[src/design/dss_pkg.sv]
package dss_pkg;

  // operation codes
  localparam logic [2:0] OP_PUSH_A = 3'd0;
  localparam logic [2:0] OP_PUSH_B = 3'd1;
  localparam logic [2:0] OP_POP_A  = 3'd2;
  localparam logic [2:0] OP_POP_B  = 3'd3;
  localparam logic [2:0] OP_PEEK_A = 3'd4;
  localparam logic [2:0] OP_PEEK_B = 3'd5;

  // result status codes
  localparam logic [1:0] ST_DONE  = 2'd0;
  localparam logic [1:0] ST_FULL  = 2'd1;
  localparam logic [1:0] ST_EMPTY = 2'd2;

  // input transaction payload
  typedef struct packed {
    logic [2:0]         operation;
    logic signed [31:0] value;
  } in_item_t;

  // output transaction payload
  typedef struct packed {
    logic [1:0]         status;
    logic signed [31:0] top_word;
    logic [4:0]         depth_a;
    logic [4:0]         depth_b;
  } out_item_t;

  // controller to datapath commands
  typedef struct packed {
    logic latch_item;
    logic execute;
    logic load_result;
  } dss_cmd_t;

endpackage

[src/design/dss_ctrl.sv]
module dss_ctrl
  import dss_pkg::*;
(
  input  logic     clk,
  input  logic     rst,
  input  logic     in_valid,
  output logic     in_ready,
  output logic     out_valid,
  input  logic     out_ready,
  output dss_cmd_t cmd
);

  localparam logic [1:0] S_IDLE = 2'd0;
  localparam logic [1:0] S_EXEC = 2'd1;
  localparam logic [1:0] S_FIN  = 2'd2;

  logic [1:0] state;
  logic [1:0] state_next;
  logic       slot_free;

  // output register can take a new result this cycle
  assign slot_free = !out_valid || out_ready;
  assign in_ready  = (state == S_IDLE);

  // command decode and next state
  always_comb begin
    state_next      = state;
    cmd.latch_item  = 1'b0;
    cmd.execute     = 1'b0;
    cmd.load_result = 1'b0;
    unique case (state)
      S_IDLE: begin
        if (in_valid) begin
          cmd.latch_item = 1'b1;
          state_next     = S_EXEC;
        end
      end
      S_EXEC: begin
        cmd.execute = 1'b1;
        state_next  = S_FIN;
      end
      S_FIN: begin
        if (slot_free) begin
          cmd.load_result = 1'b1;
          state_next      = S_IDLE;
        end
      end
      default: begin
        state_next = S_IDLE;
      end
    endcase
  end

  // state and output valid
  always_ff @(posedge clk) begin
    if (rst) begin
      state     <= S_IDLE;
      out_valid <= 1'b0;
    end else begin
      state <= state_next;
      if (cmd.load_result) begin
        out_valid <= 1'b1;
      end else if (out_ready) begin
        out_valid <= 1'b0;
      end
    end
  end

endmodule

[src/design/dss_datapath.sv]
module dss_datapath
  import dss_pkg::*;
#(
  parameter int DEPTH = 16
)
(
  input  logic      clk,
  input  logic      rst,
  input  dss_cmd_t  cmd,
  input  in_item_t  in_data,
  output out_item_t out_data
);

  localparam int CW = $clog2(DEPTH + 1);
  localparam int AW = $clog2(DEPTH);
  localparam logic [CW:0] DEPTH_W = (CW + 1)'(DEPTH);

  in_item_t    item;
  logic [CW-1:0] count_a;
  logic [CW-1:0] count_b;
  logic [CW-1:0] count_a_next;
  logic [CW-1:0] count_b_next;
  logic [CW:0]   count_sum;
  logic          full;
  logic [CW:0]   addr_wide;
  logic [AW-1:0] addr;
  logic          mem_we;
  logic          mem_re;
  logic [1:0]    res_status;
  logic [1:0]    res_status_next;
  logic          peek_hit;
  logic [31:0]   rd_data;
  logic [31:0]   depth_a_wide;
  logic [31:0]   depth_b_wide;
  logic [31:0]   mem [DEPTH];

  assign count_sum = {1'b0, count_a} + {1'b0, count_b};
  assign full      = (count_sum >= DEPTH_W);
  assign addr      = addr_wide[AW-1:0];

  // operation decode: address, memory strobe, counts and status
  always_comb begin
    count_a_next    = count_a;
    count_b_next    = count_b;
    res_status_next = ST_DONE;
    addr_wide       = '0;
    mem_we          = 1'b0;
    mem_re          = 1'b0;
    unique case (item.operation)
      OP_PUSH_A: begin
        addr_wide = {1'b0, count_a};
        if (full) begin
          res_status_next = ST_FULL;
        end else begin
          mem_we       = 1'b1;
          count_a_next = count_a + CW'(1);
        end
      end
      OP_PUSH_B: begin
        addr_wide = DEPTH_W - (CW + 1)'(1) - {1'b0, count_b};
        if (full) begin
          res_status_next = ST_FULL;
        end else begin
          mem_we       = 1'b1;
          count_b_next = count_b + CW'(1);
        end
      end
      OP_POP_A: begin
        if (count_a == '0) begin
          res_status_next = ST_EMPTY;
        end else begin
          count_a_next = count_a - CW'(1);
        end
      end
      OP_POP_B: begin
        if (count_b == '0) begin
          res_status_next = ST_EMPTY;
        end else begin
          count_b_next = count_b - CW'(1);
        end
      end
      OP_PEEK_A: begin
        addr_wide = {1'b0, count_a} - (CW + 1)'(1);
        if (count_a == '0) begin
          res_status_next = ST_EMPTY;
        end else begin
          mem_re = 1'b1;
        end
      end
      OP_PEEK_B: begin
        addr_wide = DEPTH_W - {1'b0, count_b};
        if (count_b == '0) begin
          res_status_next = ST_EMPTY;
        end else begin
          mem_re = 1'b1;
        end
      end
      default: begin
        res_status_next = ST_DONE;
      end
    endcase
  end

  // stack counts
  always_ff @(posedge clk) begin
    if (rst) begin
      count_a <= '0;
      count_b <= '0;
    end else if (cmd.execute) begin
      count_a <= count_a_next;
      count_b <= count_b_next;
    end
  end

  // item capture and execute-stage result bits
  always_ff @(posedge clk) begin
    if (cmd.latch_item) begin
      item <= in_data;
    end
    if (cmd.execute) begin
      res_status <= res_status_next;
      peek_hit   <= mem_re;
    end
  end

  // shared word memory, registered read
  always_ff @(posedge clk) begin
    if (cmd.execute && mem_we) begin
      mem[addr] <= item.value;
    end
    if (cmd.execute && mem_re) begin
      rd_data <= mem[addr];
    end
  end

  assign depth_a_wide = 32'(count_a);
  assign depth_b_wide = 32'(count_b);

  // result register
  always_ff @(posedge clk) begin
    if (cmd.load_result) begin
      out_data.status   <= res_status;
      out_data.top_word <= peek_hit ? rd_data : '0;
      out_data.depth_a  <= depth_a_wide[4:0];
      out_data.depth_b  <= depth_b_wide[4:0];
    end
  end

endmodule

[src/design/dual_stack_shared_memory.sv]
// Two stacks sharing one word memory: stack A grows up from word 0,
// stack B grows down from word DEPTH-1.
// Input channel (in_valid/in_ready/in_data) carries one operation per
// transaction: push, pop or peek on either stack, plus the word to push.
// Output channel (out_valid/out_ready/out_data) returns exactly one result
// per input transaction: status, top word for a peek, and both depths.
// After acceptance, the controller steps through its execute and finish
// states; out_valid rises when finish loads the result into a free output register.
// Each operation walks the capture, execute (memory access) and result-load
// steps of the controller before the next operation can be accepted.
// Items are processed one at a time; in_ready is high only while the
// controller is idle.
// The output register holds a finished result while the receiver stalls;
// the next operation is accepted and executed meanwhile, and only its final
// load step waits until the held result is taken.
// Reset clears both stack counts and the controller; memory contents are
// not cleared, since words are only read after they were pushed.
module dual_stack_shared_memory
  import dss_pkg::*;
#(
  parameter int DEPTH = 16
)
(
  input  logic      clk,
  input  logic      rst,
  input  logic      in_valid,
  output logic      in_ready,
  input  in_item_t  in_data,
  output logic      out_valid,
  input  logic      out_ready,
  output out_item_t out_data
);

  dss_cmd_t cmd;

  dss_ctrl u_ctrl (
    .clk       (clk),
    .rst       (rst),
    .in_valid  (in_valid),
    .in_ready  (in_ready),
    .out_valid (out_valid),
    .out_ready (out_ready),
    .cmd       (cmd)
  );

  dss_datapath #(
    .DEPTH (DEPTH)
  ) u_datapath (
    .clk      (clk),
    .rst      (rst),
    .cmd      (cmd),
    .in_data  (in_data),
    .out_data (out_data)
  );

  // one operation in flight: an accepted transaction closes the input
  a_one_in_flight: assert property (@(posedge clk) disable iff (rst)
    in_valid && in_ready |=> !in_ready)
    else $error("input accepted while an operation is in flight");

  // a refused result never carries a word
  a_empty_no_word: assert property (@(posedge clk) disable iff (rst)
    out_valid && (out_data.status != ST_DONE) |-> out_data.top_word == '0)
    else $error("refused operation returned a nonzero word");

  // status is always a defined code
  a_status_code: assert property (@(posedge clk) disable iff (rst)
    out_valid |-> (out_data.status == ST_DONE) || (out_data.status == ST_FULL)
                  || (out_data.status == ST_EMPTY))
    else $error("undefined status code");

  // a result cannot appear in the cycle right after acceptance
  a_min_latency: assert property (@(posedge clk) disable iff (rst)
    in_valid && in_ready |=> !$rose(out_valid))
    else $error("result appeared too early");

endmodule
[config.mk]
export PLATFORM = sky130hd
export DESIGN_NAME = dual_stack_shared_memory
export DESIGN_NICKNAME = d
export VERILOG_FILES = /design/src/design/dss_pkg.sv /design/src/design/dss_ctrl.sv /design/src/design/dss_datapath.sv /design/src/design/dual_stack_shared_memory.sv
export SDC_FILE = /design/constraint.sdc
export NUM_CORES = 1
export LEC_CHECK = 0
export ABC_AREA = 0
export BUFFER_PORTS_ARGS = -buffer_cell sky130_fd_sc_hd__buf_2
export CAP_MARGIN = 20
export CORE_ASPECT_RATIO = 0.5
export CORE_MARGIN = 8
export CORE_UTILIZATION = 38
export CTS_CLUSTER_DIAMETER = 80
export DETAILED_ROUTE_END_ITERATION = 6
export GPL_TIMING_DRIVEN = 0
export PLACE_DENSITY_LB_ADDON = 0.15
export SYNTH_ARGS = -nofsm -noshare
export SYNTH_HDL_FRONTEND = slang
export SYNTH_SLANG_ARGS = --single-unit
[constraint.sdc]
create_clock -name clk -period 9.15 [get_ports clk]
set_input_delay 1.83 -clock clk [delete_from_list [all_inputs] [get_ports clk]]
set_output_delay 1.83 -clock clk [all_outputs]
set_load 0.005 [all_outputs]
# Word-level counts from Yosys, hierarchy flattened
# Memories as Yosys holds them, arrays and structs flattened. A register that Yosys moved wholly into a read port is not among the register bits.
# Cells that the tools add are included.
# Widths: inputs -> output; s select.
# op_classes
add_sub_neg	8
n_mux	28
n_eq_ne	13
n_reduce_logical	17
magnitude_cmp	1
# op_table
operator	n
$mux 5	4
$pmux 5 s2	2
$pmux 4 s4	1
$mux 1	14
$pmux 2 s3	2
$add 5x1->5 const B	2
$logic_not 5->1	2
$ne 2x2->1 const B	5
$sub 5x1->5 const B	2
$mux 2	4
$reduce_and 4->1	2
$add 5x5->6	1
$eq 3x2->1 const B	2
$eq 3x3->1 const B	2
$ge 6x5->1 const B	1
$reduce_bool 2->1	3
$reduce_or 2->1	3
$sub 1x4->4 const A	1
$sub 4x1->4 const B	1
$sub 4x4->4 const A	1
$eq 3x1->1 const B	1
$logic_not 3->1	1
$eq 2x1->1 const B	1
$eq 2x2->1 const B	1
7 further kinds	8
# totals
elab_cells	80
out_inout_bits	46
inputBits	39
ram_bits	512
n_memories	1
ff_bits	95
# mem_list
name	words	width	rd	rd_ports_with_merged_regs	wr	line_no	rtl
u_datapath.mem	16	32	1	1	1	dss_datapath.sv:35	logic [31:0] mem [DEPTH];

# Logic depth before layout (Yosys ltp)
# Gate-level depths: netlist of run 1.
# depth
depth_word	7
mapped_depth	12
depth_no_buf	11

# Hierarchy
# A second synthesis of run 1 with hierarchy kept.
# unflattened
cells_unflattened	1480
hier_area_um2	24618.6
# by_module_without_submodules
module	area_per_inst_um2	cells_per_inst	instances	seq_area_each_um2
dss_datapath	24479.7	1467	1	18998.2
dss_ctrl	138.9	13	1	60.1

# Worst setup path after synthesis of run 1
# OpenSTA, ideal clock, no wires.
# synth_timing
kind	input -> register
start	input out_ready
end	register, netlist name u_datapath.out_data[0]
n_path_buf	0
t_arrival_ps	3940
slack_ps	4760
stages	2
required_ps	8699
setup_ps	451
cell_sequence	nand2b_1 nor2b_1
# synth_lines
item	line_no	rtl
start, declared	dual_stack_shared_memory.sv:30	input logic out_ready,

# Worst setup path in the final report of run 1
# layout_timing
start	register u_datapath.count_a[1]
end	register u_datapath.rd_data[9], read port of u_datapath.mem, data pin
# layout_between
elab_chain_cells	4
word_cells_on_any_way	6
classes_between	add/sub: 1; mux: 3; reduce/logical: 2
# layout_rtl
item	line_no	rtl
start, declared	dss_datapath.sv:19	logic [CW-1:0] count_a;
start signal, assigned	dss_datapath.sv:110	count_a <= count_a_next;
branches (longest 4 deep; another with $sub 4x1->4)	n/a	
end, declared	dss_datapath.sv:32	logic [31:0] rd_data;
# Parallel ways; which one is timed is not known.
# A chain may end at the register's enable or synchronous reset.

==> results.md, run 1 <==
- Cell Chain, Critical Path: inv_1 > ha_1 > a21bo_2 > a21oi_1 > o21ai_1 > nor2_1 > buf_2 > a32oi_1 > o221ai_1 > o21ai_1
- PD cells: between 200 and 250 nW/um2
- Max-cap violation count: 0
- WP data arrival: 4.33 ns
- Post-CTS setup buffer count: 0
- Gr usage total: 16.2%
- Largest net degree at the start of global routing: 26
- Seq/Total Area, Yosys: 79.0%
- Yosys warns: 0
- Die area: 72300 um2
- Most common cell after layout, fill and taps aside: edfxtp_1
- Nets: 1716
- Reg2Reg Setup Slack: 5.15 ns
- Delay-heaviest family, CP: compound AO/OA/AOI/OAI gates
- DRC violations left: 0
- Vias in the first global route: 13900
- Number of setup violations in the final report: 0
- Register area: roughly 19000 um2
- Slew headroom: 18.1%
- Slew Viols, Final: 0
- Initial antenna violation count: 2
- Worst-skew pair later-pin latency: approximately 0.6 ns
- Distinct cells, synth: 52
- Post_cts resized: 0
- WP depth: 10
- Crit start category: flop
- Mapped cell area: 24100 um2
- Fin. Hold Viols: 0
- PortBufs: 84
- Worst Max-Slew Pin Slew: roughly 1.2 ns
- Clk pin slew, worst setup/hold paths: 0.06 ns
- First-pass GRT wire length: 89000 um
- Final Util: 44.2%
- F_max: roughly 250 MHz
- Gpl congestion: 0.782
- Area of the multi-input gates: 4810 um2
- Async set-reset flop share out of synthesis: 0%
- TritonRoute pass-1 iters: 7
- Die Width: 372 um
- Critical Path End Type: flop
- Clk sinks: 639
- ANT nets after route: 0
- GRT Residual Overflow: 0
- Initial Utilization: 38.3%
- Min-delay src: u_datapath.res_status[1]
- Skew final: 0.0200 ns
- Worst Path Buf+Inv: 2
- Final HPWL DP: 39600 um
- GR met1 Demand/Resource: between 20% and 30%
- Core region area: 62900 um2
- IR drop worst, VDD: 0.139 mV
- Synth Register Bits: 639
- Hold_buf cts: 0
- TritonCTS Buffers: 58
- DR WL/cell: 23.4 um
- Layout area overhead: 15.3%
- Share of cells above drive strength 1: 14.9%
- Post-DP Area: 26200 um2
- Most frequent cells in the layout: 626 x edfxtp_1, 273 x nand2_1, 122 x buf_2
- # rows: 65
- Worst stage delay on the critical path: 0.99 ns
- Starting DRT DRC Count: 1571
- Clock Tree Root: clkbuf_16
- GRT busiest layer: met2
- Worst Path Class, Setup: flop to flop
- Met2 Use GR: between 20% and 30%
- CTS tree: built
- Antenna cells: 0
- FF-to-FF Start: u_datapath.count_a[1]
- FF-to-FF path depth: 10
- Min-Delay Endpoint: u_datapath.out_data[43]
- Filler cells: 5554
- Vias: 13500
- Final cycle utilization of the critical path: 43.7%
- Number of synthesized flops with an enable pin: 626
- Height of the die: around 190 um
- CP Data Required Time: 9.48 ns
- CP max FO: 10
- IO Count: 85
- Reg2reg end: u_datapath.rd_data[9]
- Max H-tree Level: 2
- WL final: 59500 um
- Class of the worst hold path: flop to flop
- Min Tclk post-route: around 4 ns
- Outcome: finished clean
- Grt met3 use: 2.57%
- Cell mode on critical path: o21ai_1
- RSZ-0062 raised after global routing: false
- Vias per Instance: 5.31
- Cell count after synthesis: 1498
- Setup TNS: 0 ns
- Syn_nets: 1552
- Clk buf depth: 3
- Leakage: around 9.3 nW
- Mean post-synth cell area: approximately 16 um2
- Cell depth of the worst hold path: 0
- Synth Flop Type: edfxtp_1
- Finished Cell Area: around 28000 um2
- Slowest-stage cell, CP: nor2_1
-- report_power, final --
| part | switching [mW] | internal, mW |
|---|---|---|
| clock network | 1.04 | 1.17 |
| logic | 0.253 | 0.118 |
| registers | 0.0476 | 3.25 |
-- registers in the layout, indices dropped and copies added (netlist names) --
register	count
u_ctrl.state	2
u_datapath.res_status	2
u_datapath.peek_hit	1
u_datapath.item	35
u_datapath.out_data	44
u_datapath.mem	512
u_datapath.rd_data	32
u_datapath.count_a	5
u_ctrl.out_valid	1
u_datapath.count_b	5
-- routing by layer --
layer	wire length [um]	share of wire, %	up-vias
li1	-	-	6135
met4	1290	2.2	0
met5	0	0	-
met3	3880	6.5	99
met2	26600	45	425
met1	27700	47	6819
-- layout make-up --
type	instances	area share (%)
well taps	837	3.76
multi-input cells	767	17.3
flip-flops and latches	639	68.5
clock inverters	30	0.522
clock buffers	71	5.47
repair buffers	104	3.04
inverters	11	0.148
plain buffers	81	1.28
-- synthesized netlist by cell type, types with 2 or more instances --
| cell type | n | area share (%) |
|---|---|---|
| o221ai_1 | 60 | 2.2 |
| nor2_1 | 44 | 0.68 |
| nor4b_1 | 3 | 0.11 |
| and3_1 | 2 | 0.052 |
| inv_1 | 10 | 0.16 |
| ha_1 | 13 | 0.67 |
| o21ai_1 | 31 | 0.64 |
| a32o_1 | 2 | 0.083 |
| nor3_1 | 3 | 0.062 |
| a21oi_1 | 18 | 0.37 |
| clkbuf_1 | 36 | 0.56 |
| nand2b_1 | 4 | 0.10 |
| nand2_2 | 2 | 0.052 |
| o21ai_0 | 5 | 0.10 |
| fa_1 | 2 | 0.17 |
| a21o_1 | 5 | 0.16 |
| edfxtp_1 | 626 | 78 |
| xnor2_1 | 4 | 0.15 |
| xor2_1 | 6 | 0.22 |
| nand4_1 | 31 | 0.80 |
| nor2b_1 | 4 | 0.10 |
| buf_1 | 6 | 0.093 |
| buf_2 | 38 | 0.79 |
| dfxtp_1 | 13 | 1.1 |
| or3_1 | 3 | 0.078 |
| mux2i_1 | 72 | 3.0 |
| and2_1 | 34 | 0.88 |
| a32oi_1 | 61 | 2.2 |
| nand2_1 | 273 | 4.2 |
| nand3_1 | 65 | 1.3 |
-- metrics by stage --
step | hold slack (ns) | std cells | setup WS [ns] | power (mW)
2_1_floorplan | 0.400 | 1498 | 4.76 | 3.56
3_3_place_gp | 0.421 | 2419 | 3.11 | 3.71
3_5_place_dp | 0.405 | 2438 | 5.21 | 3.73
4_1_cts | 0.419 | 2539 | 5.20 | 5.94
5_1_grt | 0.437 | 2540 | 4.98 | 6.09
6_report | 0.419 | 2540 | 5.15 | 5.88
-- kinds of logic (layout without fill, tap and decap cells) --
group	count (synthesis)	in the layout	share of synthesized area [%]
DFF	639	639	79.0
and+or+nand+nor	471	471	8.66
AOI/OAI and AO/OA	196	196	6.35
buffers and inverters	92	297	1.64
muxes	75	75	3.18
adders and majority gates	15	15	0.840
xor gates and xnor gates	10	10	0.363
-- worst max path at each step --
stage / startpoint / end
2_1_floorplan: out_ready / u_datapath.out_data[0]
3_3_place_gp: out_ready / u_datapath.out_data[26]
3_5_place_dp: u_datapath.count_a[1] / u_datapath.rd_data[19]
4_1_cts: u_datapath.count_a[1] / u_datapath.rd_data[9]
5_1_grt: u_datapath.count_a[1] / u_datapath.rd_data[9]
6_report: u_datapath.count_a[1] / u_datapath.rd_data[9]
(Power assumes the default switching activity.)
==> inputs of run 2 (changes only) <==
ABC_AREA = 1   (was 0)
clock period = 3.5 ns   (was 9.15 ns; I/O delays follow)
==> run 2 against run 1 <==
Effect of this change:
- die area increased by 10%
- critical path depth rose by 1
- cell count rose by 44%
- first-iteration DRC count increased by 24%
- global-route usage rose by 3.8 points
- fmax grew 18%
- largest cell class unchanged
- highest routed layer unchanged
==> results.md, run 2 <==
- Outcome: finished clean
- GRT busiest layer: met2
- Gr usage total: between 10% and 20%
- Initial Utilization: 38.6%
- Leakage: 12.8 nW
- WL final: 81300 um
- TritonRoute pass-1 iters: 5
- Critical Path End Type: flop
- Biggest register: u_datapath.mem
- Max FFs per register: between 500 and 600
- Vias per Instance: 5.05
- Filler cells: 6525
- IR drop worst, VDD: approximately 0.40 mV
- Worst Max-Slew Pin Slew: 1.09 ns
- Max-cap violation count: 0
- Final HPWL DP: 53900 um
- Min Tclk post-route: ~3.4 ns
- Antenna cells: 0
- DRC violations left: 0
- Slew Viols, Final: 0
- Cell depth of the worst hold path: 1
- Register area: between 15000 and 20000 um2
- Async set-reset flop share out of synthesis: 0%
- ANT nets after route: 0
- Clk sinks: 639
- Post-DP Area: 29000 um2
- Seq/Total Area, Yosys: 71.3%
- GR met1 Demand/Resource: 29.7%
- Height of the die: 204 um
- Clk pin slew, worst setup/hold paths: 0.07 ns
- Synth Flop Type: edfxtp_1
- Most common cell after layout, fill and taps aside: nand2_1
- Gpl congestion: approximately 0.83
- Largest net degree at the start of global routing: 22
- Number of setup violations in the final report: 0
- Class of the worst hold path: input port to flop
- Fin. Hold Viols: 0
- WP data arrival: 3.79 ns
- Distinct cells, synth: 29
- Clock Tree Root: clkbuf_16
- Core region area: 69300 um2
- Starting DRT DRC Count: between 1500 and 2000
- PortBufs: 84
- Layout area overhead: 16.3%
- Clk buf depth: 3
- FF-to-FF path depth: 11
- Cell taking the most area after synthesis: edfxtp_1
- Worst Path Class, Setup: flop to flop
- Cell count after synthesis: between 2000 and 2500
- Yosys warns: 0
- GRT Residual Overflow: 0
- Cells taking the most area after synthesis: edfxtp_1 70%, nand2_1 17%, nand3_1 5.0%
- Number of synthesized flops with an enable pin: 626
- Area of the multi-input gates: 6710 um2
- Finished Cell Area: approximately 31000 um2
- F_max: 294 MHz
- Worst-skew pair later-pin latency: around 0.64 ns
- Synth top area share: 70.3%
- Final cycle utilization of the critical path: approximately 100%
- RSZ-0062 raised after global routing: false
- Crit start category: flop
- CP max FO: 18
- Slew headroom: between 20% and 30%
- Grt met3 use: slightly above 3%
- TritonCTS Buffers: 59
- CTS tree: built
- Vias: 18500
- PD cells: 530 nW/um2
- Regs by FF count: u_datapath.mem: 512 flops, u_datapath.out_data: 44 flops, u_datapath.item: 35 flops
- Nets: around 2700
- Mean post-synth cell area: 10.8 um2
- Met2 Use GR: 30.4%
- Synth Register Bits: 639
- IO Count: between 80 and 90
- Syn_nets: 2532
- Die Width: 391 um
- Share of cells above drive strength 1: approximately 13%
- First-pass GRT wire length: 119000 um
- Skew final: 0.0232 ns
- Initial antenna violation count: 0
- Most frequent cells in the layout: 1198 x nand2_1, 626 x edfxtp_1, 268 x nand3_1
- Cell with the most instances after synthesis: nand2_1
- Overall Power: 16.5 mW
- # rows: 68
- CP Data Required Time: about 3.9 ns
- Max H-tree Level: 2
- Mapped cell area: 26700 um2
- Post-synth top cells: 1198 x nand2_1, 626 x edfxtp_1, 268 x nand3_1
- Vias in the first global route: 17800
- DR WL/cell: 22.2 um
- Die area: 79600 um2
[run 2: worst max-delay path: stages, from the launching register on]
cell and delay, ns:
dfxtp_1 0.49, inv_1 0.18, ha_1 0.30, inv_1 0.05, o22ai_1 0.12, nor2_2 0.49
buf_2 0.42, buf_2 0.33, nor2_1 0.09, nand2_1 0.33, nor2_4 0.13, buf_12 0.19
[run 2: power breakdown]
group	internal, mW	switching, mW	total, mW
Combinational	0.437	1.14	1.58
Sequential	8.50	0.137	8.64
Clock	3.34	2.92	6.27
Total	12.3	4.20	16.5
[run 2: metal layers]
metal | up-vias | share of wire, %
met3 | 135 | 7.4
met2 | 676 | 43
li1 | 8594 | -
met4 | 0 | 2.5
met5 | - | 0
met1 | 9050 | 47
[run 2: metrics by stage]
| stage | TNS (ns) | hold WS (ns) | setup slack [ns] | util (%) | std cells |
|---|---|---|---|---|---|
| 6_report | 0 | 0.233 | 0.0999 | 44.9 | 3658 |
| 5_1_grt | 0 | 0.201 | 0.0353 | 44.9 | 3658 |
| 4_1_cts | 0 | 0.186 | 0.0251 | 44.8 | 3654 |
| 3_5_place_dp | -104.98 | 0.405 | -0.571 | 41.8 | 3529 |
| 3_3_place_gp | -1398.25 | 0.412 | -2.74 | 40.9 | 3507 |
| 2_1_floorplan | 0 | 0.400 | 0.0680 | - | 2478 |
[run 2: worst paths after layout]
path | from | endpoint | slack, ns
worst max-delay path | u_datapath.count_b[1] | u_datapath.mem[7][10] | 0.1
worst min-delay path | in_data[14] | u_datapath.item[14] | 0.23
worst max register to register | u_datapath.count_b[1] | u_datapath.mem[7][10] | 0.1
worst min register to register | u_datapath.res_status[1] | u_datapath.out_data[43] | 0.42
[run 2: kinds of logic (layout without fill, tap and decap cells)]
| logic type | Yosys count | count (layout) | synth area share [%] |
|---|---|---|---|
| simple gates | 1526 | 1526 | 22.9 |
| flops | 639 | 639 | 71.3 |
| buf+inv | 261 | 496 | 4.26 |
| compound gates | 29 | 29 | 0.561 |
| fa+ha+maj | 15 | 15 | 0.758 |
| xor+xnor | 8 | 8 | 0.262 |
[run 2: layout make-up]
| class | instances | area share (%) |
|---|---|---|
| plain buffers | 128 | 2.06 |
| clock buffers | 71 | 4.96 |
| clock inverters | 39 | 0.833 |
| inverters | 133 | 1.60 |
| multi-input cells | 1578 | 21.6 |
| flip-flops and latches | 639 | 61.3 |
| well taps | 945 | 3.80 |
| repair buffers | 125 | 3.89 |
[run 2: repair_timing]
action	4_1_cts	5_1_grt
pin swaps	14	2
endpoints found under the setup margin	435	122
gates resized for setup	3	2
setup buffers	15	4
hold buffers	0	0
==> inputs of run 3 (changes only) <==
--- a/config.mk
+++ b/config.mk
@@ -17,2 +17,3 @@
 export PLACE_DENSITY_LB_ADDON = 0.15
+export SETUP_SLACK_MARGIN = 0.15
 export SYNTH_ARGS = -nofsm -noshare
==> constraint.sdc (replaced) <==
create_clock -name clk -period 3.5 [get_ports clk]
set_input_delay 0.175 -clock clk [delete_from_list [all_inputs] [get_ports clk]]
set_output_delay 0.175 -clock clk [all_outputs]
set_load 0.005 [all_outputs]
==> run 3 against run 2 <==
Effect of this change:
- combinational power about the same
- clock power rose by 5.3%
- largest cell class unchanged
- largest power group unchanged
- clock-buffer cell count is 1 lower
- critical path type unchanged
- clock skew grew 0.014 ns
- design area rose by 1.8%
- die area unchanged
- via count is 0.21% lower
- critical path depth grew 2
- highest routed layer unchanged
==> results.md, run 3 (synthesis results as in run 2) <==
- Worst Path Class, Setup: flop to flop
- Max FFs per register: 512
- Logic gate share of total power: 9.5%
- Psw: 4.21 mW
- First-pass GRT wire length: 119000 um
- Cells after DPL: 3533
- CP max FO: 14
- Starting DRT DRC Count: 2094
- Slew Viols, Final: 0
- # rows: between 60 and 70
- CTS tree: built
- Most frequent cells in the layout: 1196 x nand2_1, 626 x edfxtp_1, 268 x nand3_1
- Worst Max-Slew Pin Slew: 0.848 ns
- Vias per Instance: 4.98
- PortBufs: 84
- Nets: 2760
- Core region area: 69300 um2
- Int Pwr: 12.6 mW
- Biggest register: u_datapath.mem
- IR drop worst, VDD: 0.371 mV
- Gr usage total: 20.0%
- Final HPWL DP: about 54000 um
- GR met1 Demand/Resource: 28.7%
- Post-route insts no fill: 3698
- CP Data Required Time: 3.84 ns
- Antenna cells: 0
- Switching share of power: 25.0%
- ANT nets after route: 0
- Worst-skew pair later-pin latency: between 0.6 and 0.7 ns
- Critical Path End Type: flop
- Skew final: 0.0374 ns
- Die area: 79600 um2
- RSZ-0062 raised after global routing: false
- Clk pwr share: 39.2%
- WL final: 80400 um
- Setup TNS: 0 ns
- PD cells: 532 nW/um2
- Crit start category: flop
- Grt met3 use: about 4.7%
- Clk pin slew, worst setup/hold paths: around 0.070 ns
- Finished Cell Area: approximately 32000 um2
- Vias: around 18000
- Final Util: 45.7%
- Vias in the first global route: 17800
- TritonCTS Buffers: 60
- Clock Tree Root: clkbuf_16
- Largest net degree at the start of global routing: 23
- IO Count: 85
- Clk buf depth: 3
- Min Tclk post-route: 3.24 ns
- GRT busiest layer: met2
- Outcome: finished clean
- TritonRoute pass-1 iters: 5
- Slew headroom: between 40% and 50%
- Final cycle utilization of the critical path: 92.6%
- GRT Residual Overflow: 0
- Initial Utilization: 38.6%
- Most common cell after layout, fill and taps aside: nand2_1
- Clk sinks: 639
- Fin. Hold Viols: 0
- Class of the worst hold path: input port to flop
- Gpl congestion: 0.828
- Post-DP Area: 29000 um2
- Share of cells above drive strength 1: 13.7%
- Height of the die: 204 um
- Number of setup violations in the final report: 0
- Leakage: approximately 13 nW
- Dpl ws: -0.529 ns
- DR WL/cell: 21.7 um
- Regs by FF count: u_datapath.mem: 512 flops, u_datapath.out_data: 44 flops, u_datapath.item: 35 flops
- Die Width: 391 um
- Max-cap violation count: 0
- Layout area overhead: 18.4%
- F_max: 308 MHz
- Max H-tree Level: 2
- Seq pwr share: approximately half
- PnR worst setup slack: about 0.26 ns
- Initial antenna violation count: 0
- Met2 Use GR: 30.4%
- WP data arrival: 3.58 ns
- DRC violations left: 0
-- run 3: cell type report --
type	count	area, um2
clock buffers	70	1540
plain buffers	128	647
well taps	945	1180
clock inverters	39	389
repair buffers	166	1640
fillers	6405	37700
multi-input cells	1578	6710
inverters	133	499
flip-flops and latches	639	19100
-- run 3: power by group through the flow --
stage          combinational (mW)  sequential [mW]  clock (mW)
2_1_floorplan               0.942             8.74           0
3_3_place_gp                 1.51             8.81           0
3_5_place_dp                 1.54             8.81           0
4_1_cts                      1.59             8.64        6.72
5_1_grt                      1.78             8.65        7.00
6_report                     1.60             8.64        6.60
-- run 3: metrics by stage --
step | power [mW] | hold slack, ns
2_1_floorplan | 9.68 | 0.244
3_3_place_gp | 10.3 | 0.351
3_5_place_dp | 10.4 | 0.353
4_1_cts | 16.9 | 0.188
5_1_grt | 17.4 | 0.209
6_report | 16.8 | 0.234
-- run 3: critical path, cell delays in order (launching register included) --
cell	delay (ns)
dfxtp_1	0.50
inv_1	0.17
ha_1	0.22
inv_1	0.05
nor2_1	0.04
nor2_1	0.10
nand2_1	0.05
o21ai_1	0.10
nor2_2	0.11
nor2_2	0.51
clkbuf_4	0.45
inv_2	0.17
nor2_4	0.24
buf_12	0.21
-- run 3: final timing paths --
path                            startpoint                       to  slack (ns)  cells after the start
hold / removal                  in_data[2]       u_datapath.item[2]        0.23                      2
hold reg to reg   u_datapath.res_status[0]  u_datapath.out_data[42]        0.43                      0
setup / recovery     u_datapath.count_b[1]    u_datapath.mem[6][19]        0.26                     13
setup reg to reg     u_datapath.count_b[1]    u_datapath.mem[6][19]        0.26                     13
-- run 3: metal layers --
metal  up-vias  wire (um)
li1       8690          -
met2       652      34600
met4         0       1900
met5         -          0
met1      8945      37100
met3       130       6780
-- run 3: repair_timing --
| item | in CTS | in global routing |
|---|---|---|
| hold endpoints to repair | 47 | 0 |
| hold buffers | 38 | 0 |
| buffers inserted | 18 | 0 |
| endpoints found under the setup margin | 487 | 210 |
| pin swaps | 16 | 0 |
| gates resized for setup | 4 | 5 |
